`src/rtl/frt_pkg.sv`:
```
package frt_pkg;

   // Table geometry.
   localparam int SLOTS         = 8;
   localparam int MAX_FRAGMENTS = 64;

   localparam int SLOT_IW    = (SLOTS > 1) ? $clog2(SLOTS) : 1;
   localparam int FRAG_CNT_W = $clog2(MAX_FRAGMENTS + 1);
   localparam int MAP_W      = MAX_FRAGMENTS;
   localparam int MAP_IW     = (MAX_FRAGMENTS > 1) ? $clog2(MAX_FRAGMENTS) : 1;

   // Port field widths.
   localparam int CMD_W      = 2;
   localparam int ID_W       = 32;
   localparam int FIDX_W     = 16;
   localparam int SIZE_W     = 32;
   localparam int LEN_W      = 16;
   localparam int TIME_W     = 64;
   localparam int STATUS_W   = 4;
   localparam int SLOT_OUT_W = 3;
   localparam int MASK_W     = 8;
   localparam int CSR_IDX_W  = 2;
   localparam int CSR_DATA_W = 32;

   // Commands.
   localparam logic [CMD_W-1:0] CMD_FRAG     = 2'd0;
   localparam logic [CMD_W-1:0] CMD_SWEEP    = 2'd1;
   localparam logic [CMD_W-1:0] CMD_CLEAR    = 2'd2;
   localparam logic [CMD_W-1:0] CMD_RESERVED = 2'd3;

   // Result status codes.
   localparam logic [STATUS_W-1:0] ST_INVALID  = 4'd0;
   localparam logic [STATUS_W-1:0] ST_FULL     = 4'd1;
   localparam logic [STATUS_W-1:0] ST_MISMATCH = 4'd2;
   localparam logic [STATUS_W-1:0] ST_OVERFLOW = 4'd3;
   localparam logic [STATUS_W-1:0] ST_STORED   = 4'd4;
   localparam logic [STATUS_W-1:0] ST_DUP      = 4'd5;
   localparam logic [STATUS_W-1:0] ST_COMPLETE = 4'd6;
   localparam logic [STATUS_W-1:0] ST_SIZE_ERR = 4'd7;
   localparam logic [STATUS_W-1:0] ST_SWEPT    = 4'd8;
   localparam logic [STATUS_W-1:0] ST_CLEARED  = 4'd9;

   // Register indexes.
   localparam logic [CSR_IDX_W-1:0] CSR_TIMEOUT   = 2'd0;
   localparam logic [CSR_IDX_W-1:0] CSR_MAX_BYTES = 2'd1;
   localparam logic [CSR_IDX_W-1:0] CSR_FRAG_CAP  = 2'd2;

   localparam logic [31:0] TIMEOUT_RST   = 32'd5000;
   localparam logic [31:0] MAX_BYTES_RST = 32'd65536;
   localparam logic [15:0] FRAG_CAP_RST  = 16'd1024;

   typedef struct packed {
      logic [31:0] idle_timeout;
      logic [31:0] max_transfer_bytes;
      logic [15:0] fragment_capacity;
   } cfg_type;

   typedef struct packed {
      logic [CMD_W-1:0]  cmd;
      logic [ID_W-1:0]   xfer_id;
      logic [FIDX_W-1:0] frag_index;
      logic [FIDX_W-1:0] frag_count;
      logic [SIZE_W-1:0] xfer_bytes;
      logic [LEN_W-1:0]  payload_len;
      logic [TIME_W-1:0] now_ms;
   } req_type;

   typedef struct packed {
      logic [STATUS_W-1:0]   status;
      logic [SLOT_OUT_W-1:0] slot;
      logic                  write_payload;
      logic [SIZE_W-1:0]     completed_size;
      logic [MASK_W-1:0]     expired_mask;
   } rsp_type;

endpackage

```
`src/rtl/frt_header_check.sv`:
```
module frt_header_check (
   input  frt_pkg::req_type req,
   input  frt_pkg::cfg_type cfg,
   output logic             hdr_ok
);
   import frt_pkg::*;

   always_comb begin
      hdr_ok = (req.xfer_id != '0)
            && (req.frag_count != '0)
            && (req.frag_index < req.frag_count)
            && (req.frag_count <= FIDX_W'(MAX_FRAGMENTS))
            && (req.xfer_bytes != '0)
            && (req.xfer_bytes <= cfg.max_transfer_bytes)
            && (req.payload_len != '0)
            && (req.payload_len <= cfg.fragment_capacity);
   end

endmodule

```
`config.mk`:
```
export PLATFORM = sky130hd
export DESIGN_NAME = frt_header_check
export DESIGN_NICKNAME = d
export VERILOG_FILES = /design/src/rtl/frt_pkg.sv /design/src/rtl/frt_header_check.sv
export SDC_FILE = /design/constraint.sdc
export NUM_CORES = 1
export LEC_CHECK = 0
export BUFFER_PORTS_ARGS = -buffer_cell sky130_fd_sc_hd__buf_2
export CORE_AREA = 2 2 101 103
export DETAILED_ROUTE_END_ITERATION = 6
export DIE_AREA = 0 0 103 105
export PLACE_DENSITY = 0.62
export SYNTH_ARGS = -nofsm -noshare
export SYNTH_HDL_FRONTEND = slang
export SYNTH_SLANG_ARGS = --single-unit
```
`constraint.sdc`:
```
create_clock -name vclk -period 1.6
set_input_delay 0.08 -clock vclk [all_inputs]
set_output_delay 0.08 -clock vclk [all_outputs]
set_load 0.03 [all_outputs]
```
==> Yosys cells after proc, flatten, opt, wreduce, memory -nomap -nowiden <==
Cells that the tools add are included.
{ "classes": {"n_lt_le_gt_ge": 4, "reduce_logical": 11} }
{ "op_table": {"columns": ["op", "count"], "rows": [
  ["32-bit nonzero test", 2],
  ["32-bit less-or-equal comparator", 1],
  ["16-bit nonzero test", 2],
  ["16-bit less-or-equal comparator", 1],
  ["16-bit by 7-bit less-or-equal comparator with 1-bit output, second input constant", 1],
  ["16-bit less-than comparator", 1],
  ["1-bit logical AND", 7]
]} }
{ "word_totals": {"register_bits": 0, "in_bits": 258, "word_cells": 15, "out_inout_bits": 1} }

==> Depth between registers and ports, before layout <==
Gate-level depths: netlist of the first run.
{ "depth": {"depth_word": 8, "ltp_mapped": 8, "ltp_nobuf": 8} }

==> Worst setup path before layout of the first run <==
Ideal clock, no wire load.
{ "synth_path": {"path_type": "input port to output port", "startpoint": "input port cfg[23] (netlist name)", "endpoint": "output port hdr_ok", "cell_stages": 8, "n_path_buf": 0, "arrival_ps": 1748, "required_ps": 1520, "slack_ps": -228, "cell_sequence": "inv_1 ha_1 a21oi_1 o21a_1 o221ai_1 a2111oi_0 o311ai_1 a221oi_2"} }
{ "synth_between": {"elab_chain_len": 4} }
{ "synth_rtl": {"columns": ["element", "line_no", "text"], "rows": [
  ["from (decl)", "frt_header_check.sv:3", "input frt_pkg::cfg_type cfg,"],
  ["32-bit less-or-equal comparator", "frt_header_check.sv:14", "&& (req.xfer_bytes <= cfg.max_transfer_bytes)"],
  ["1-bit logical AND", "frt_header_check.sv:14", null],
  ["1-bit logical AND", "frt_header_check.sv:15", "&& (req.payload_len != '0)"],
  ["1-bit logical AND", "frt_header_check.sv:16", "&& (req.payload_len <= cfg.fragment_capacity);"],
  ["to (decl)", "frt_header_check.sv:4", "output logic hdr_ok"]
]} }
Every way passes these cells.

==> Worst setup path after layout of the first run <==
{ "layout_path": {"startpoint": "input port req[116] (netlist name)", "endpoint": "output port hdr_ok"} }
{ "layout_between": {"elab_chain_len": 8, "word_cells_on_any_way": 10, "classes_between": "order compare (2); reduce/logical (8)"} }
{ "layout_rtl": {"columns": ["element", "line_no", "text"], "rows": [
  ["from (decl)", "frt_header_check.sv:2", "input frt_pkg::req_type req,"],
  ["parallel branches: the longest is 3 deep, another holds 16-bit less-than comparator", null, null],
  ["1-bit logical AND (*)", "frt_header_check.sv:12", "&& (req.frag_count <= FIDX_W'(MAX_FRAGMENTS))"],
  ["1-bit logical AND (*)", "frt_header_check.sv:13", "&& (req.xfer_bytes != '0)"],
  ["1-bit logical AND (*)", "frt_header_check.sv:14", null],
  ["1-bit logical AND (*)", "frt_header_check.sv:15", null],
  ["1-bit logical AND (*)", "frt_header_check.sv:16", null]
]} }
Every way passes the cells marked *.

==> flow_summary.ini, run 1 <==
[synth]
synthDistinctLibCells = 35
synth_top_area_cell = ha_1
synthCells = 254
syn-cell-area_um2 = 1804
seq_area_frac_synth = 0
synth_top_cell_area_share = 0.4369
syn_area_per_cell_um2 = 7.103
ys_warn_count = 0
ys_top_cells_by_area = ha_1 (44%), inv_1 (13%), nor4_1 (8.7%), nand4_1 (5.5%), a21oi_1 (5.0%)
syn-num-nets = 575

[floorplanning]
start_util = 0.1872
rows = 36
die_h_um = 105
io_pins = 259
dieArea_um2 = 10820
core_um2 = 9639
dieWidth_um = 103

[run_status]
violations = negative setup slack
status = complete, but fails checks

[timing]
setup_violations = 1
tightest_slew_ns = 0.3760
timing.hold.ws_ns = 0.7121
final_max_slew_viol_count = 0
fmax_mhz = 513.4
fin_crit_sh = 1.217
hold_violations = 0
finalCriticalPeriod_ns = 1.948
rsz0062_at_grt = true
setup_slack_ns = -0.3479
slew_headroom = 0.7471

[pwr]
ir_worst_vdd_v = 0.00007150
finalPower_mw = 0.7325
powerDensity_nw_per_um2 = 220.5
p_leak_nw = 1.834

[cells_and_area]
multi_input_area_um2 = 1827
seq_area_um2 = 0
nClkBuffers = 0
final_area_um2 = 3322
nFillCells = 1075
nets = 768
finish.utilization = 0.3446
layout-drive-gt1-share = 0.5011
seq_cells = 0
area_growth_pct = 84.12

[critical_path]
cp_slowest_cell = or4_4
worstPathRequired_ns = 1.52
crit_fanout = 2
cp-startpoint = req[116]
start_kind = input pin
setup.worst_path.class = input pin to output port
cpPeakStageDelay_ns = 0.56
crit_end = hdr_ok
worstPathCellList = buf_6 > or4_4 > nor3_4 > o22ai_2 > nor4_4 > o311ai_4 > a221oi_4 > buf_6
worst_ep_arrival_time_ns = 1.87
endpoint_kind = output port
cp.depth = 8
cpLargestDelayFamily = simple AND/OR/NAND/NOR gates
worst-path-buf-inv = 2
crit_path_frequent_cell = buf_6

[placed_design]
dp_hpwl_um = 6832
dpl_cell_area_um2 = 3113
io_buffers = 161
pre_cts_ws_ns = -0.7717
gp_congestion = 0.8719

[global_routing]
grt_pass1_vias = 2695
grt_max_degree = 4
grt_util_all_layers = 0.1282
grt_pass1_wl_um = 11300
antenna_found_initial = 1
grt.overflow.total = 0

[routing]
post_drt_wl_per_cell_um = 12.59
via_per_inst = 4.418
antenna_left = 0
dr.pass1.iters = 6
wl_um = 7317
vias = 2567
drc_errors = 0
drt_iter0_drc = 62

[clock_network]
holdBufCountCts = 0

[job]
maxCapViolations = 0

[worst_hold_path]
worstHoldPathType = input pin to output port
## how the worst min path moves through the flow
stage	start	to	slack, ns	cells after the start
5_1_grt	req[127]	hdr_ok	0.76	7
6_report	req[127]	hdr_ok	0.71	7
2_1_floorplan	req[126]	hdr_ok	0.48	5
3_3_place_gp	req[127]	hdr_ok	0.82	8
3_5_place_dp	req[127]	hdr_ok	0.81	8
4_1_cts	req[127]	hdr_ok	0.72	7
## power by group
part / total, mW / switching (mW) / internal, mW
combinational: 0.733 / 0.341 / 0.391
sequential: 0 / 0 / 0
clock: 0.000000251 / 0 / 0.000000251
total: 0.733 / 0.341 / 0.391
## area by class of cell
cell class / instances / area share
diodes: 3 / 0.002260
multi-input cells: 190 / 0.5499
inverters: 64 / 0.07684
repair buffers: 191 / 0.3209
well taps: 133 / 0.05009
## cells in the final DEF, fill, tap and decap left out, types with 2 or more instances in the layout
cell type,netlist,layout
nand2_1,12,12
ha_1,63,53
nor2b_1,2,2
o211ai_1,3,3
buf_2,0,156
inv_1,64,58
a21oi_2,0,2
inv_2,0,4
nand3_1,6,5
buf_4,0,30
buf_6,0,4
diode_2,0,3
nor4_1,25,23
nor2_1,10,10
a211oi_1,4,4
o21ai_0,6,5
nand4_1,16,16
ha_4,0,10
nor4_4,0,3
a21oi_1,18,16
## routing by layer
metal	part of all wire	GRT usage	wire length [um]
met1	0.43	0.1516	3111
met2	0.47	0.2389	3475
met3	0.083	0.02542	605
met5	0	0	0
met4	0.017	0.01692	124
## per-stage QoR
step           setup TNS [ns]  instances
2_1_floorplan        -0.05283        254
3_3_place_gp          -0.7692        578
3_5_place_dp          -0.7717        578
4_1_cts               -0.3889        578
5_1_grt               -0.4280        579
6_report              -0.3479        581
## logic make-up (layout without fill, tap and decap cells)
group | after synthesis | in the layout | synth area share
AOI/OAI and AO/OA | 47 | 47 | 0.1727
adders and majority gates | 63 | 63 | 0.4369
buffers and inverters | 64 | 255 | 0.1331
other | 0 | 3 | 0
and+or+nand+nor | 80 | 80 | 0.2573
## synth_stat cells, types with 2 or more instances
master,instances
o22ai_1,2
ha_1,63
inv_1,64
a211oi_1,4
nand2_1,12
a21oi_1,18
o21ai_0,6
o211ai_1,3
nor2b_1,2
nand3_1,6
a2111oi_0,2
nor4_1,25
nor2_1,10
nand4_1,16
## what timing repair did
action	4_1_cts	5_1_grt
pin swaps	11	8
setup endpoints to repair	1	1
buffers inserted	1	0
resized for setup	24	8
No activity file was read; power rests on OpenSTA's default activity.
==> run 2: changes to the inputs <==
==> constraint.sdc (replaced) <==
create_clock -name vclk -period 1.6
set_input_delay 0.24 -clock vclk [all_inputs]
set_output_delay 0.24 -clock vclk [all_outputs]
set_load 0.03 [all_outputs]
==> flow_summary.ini, run 2 (same netlist as run 1, synthesis figures left out) <==
[routing]
via_per_inst = 4.418
antenna_left = 0
dr.pass1.iters = 6
post_drt_wl_per_cell_um = 12.58
vias = 2567
wl_um = 7311
drt_iter0_drc = 54
drc_errors = 0

[global_routing]
grt_pass1_wl_um = 11300
grt_util_all_layers = 0.1282
antenna_found_initial = 1
grt_max_degree = 4
grt.overflow.total = 0
grt_pass1_vias = 2696

[floorplanning]
dieWidth_um = 103
dieArea_um2 = 10820
io_pins = 259
rows = 36
start_util = 0.1872
core_um2 = 9639
die_h_um = 105

[pwr]
ir_worst_vdd_v = 0.00007159
p_leak_nw = 1.834
powerDensity_nw_per_um2 = 220.5
finalPower_mw = 0.7326

[run_status]
violations = negative setup slack
status = complete, but fails checks

[critical_path]
endpoint_kind = output port
setup.worst_path.class = input pin to output port
worst_ep_arrival_time_ns = 2.03
worstPathRequired_ns = 1.36
start_kind = input pin
crit_fanout = 2

[placed_design]
io_buffers = 161
dp_hpwl_um = 6832
gp_congestion = 0.8715
dpl.cell_count = 578

[job]
maxCapViolations = 0

[timing]
hold_violations = 0
final_max_slew_viol_count = 0
slew_headroom = 0.7479
tightest_slew_ns = 0.3747
setup_slack_ns = -0.6679
setup_violations = 1
tns_ns = -0.6679
rsz0062_at_grt = true
fmax_mhz = 440.9
timing.hold.ws_ns = 1.032
finalCriticalPeriod_ns = 2.268
fin_crit_sh = 1.417

[cells_and_area]
layout_commonest_cell = buf_2
seq_area_um2 = 0
nClkBuffers = 0
area_growth_pct = 84.12
layout-drive-gt1-share = 0.5011
final_cell_mix = buf_2 (156), inv_1 (58), ha_1 (53), buf_4 (30), nor4_1 (23)
seq_cells = 0
final-instance-count-excl-fill = 581
nets = 768

[worst_hold_path]
worstHoldPathType = input pin to output port
-- run 2: final timing paths --
path                     start  endpoint  slack, ns  cells after the start
worst min-delay path  req[127]    hdr_ok       1.03                      7
worst max-delay path  req[116]    hdr_ok      -0.67                      8
-- run 2: final cells by class --
type,count,area [um2]
Fill cell,1075,6317
Timing Repair Buffer,191,1066
Multi-Input combinational cell,190,1827
Inverter,64,255.2
Antenna cell,3,7.507
Tap cell,133,166.4
-- run 2: metal layers --
layer  vias up  track usage  part of all wire
met1      1102       0.1520              0.43
met5         -            0                 0
met3        10      0.02475             0.081
met2       121       0.2389              0.48
met4         0      0.01692             0.017
li1       1334            -                 -
-- run 2: power by group --
| part | leakage, nW | switching (mW) | internal, mW |
|---|---|---|---|
| Clock | 0.0000190 | 0 | 0.000000251 |
| Combinational | 1.83 | 0.341 | 0.391 |
| Sequential | 0 | 0 | 0 |
-- run 2: worst max-delay path, cell delays in order --
cell,delay [ns]
buf_6,0.09
or4_4,0.56
nor3_4,0.13
o22ai_2,0.11
nor4_4,0.33
o311ai_4,0.16
a221oi_4,0.24
buf_6,0.17
-- run 2: metrics by stage --
stage / util / cell area (um2) / setup WS [ns]
detailed placement: 0.3229 / 3113 / -1.092
global placement: 0.3229 / 3113 / -1.089
finish: 0.3446 / 3322 / -0.6679
CTS: 0.3380 / 3258 / -0.7089
floorplan: - / 1916 / -0.3728
global route: 0.3441 / 3317 / -0.7480
-- run 2: repair_timing --
item | 4_1_cts | 5_1_grt
pin swaps | 11 | 8
resized for setup | 24 | 8
buffers inserted | 1 | 0
cloned | 0 | 0
hold buffers | 0 | 0
setup endpoints to repair | 1 | 1
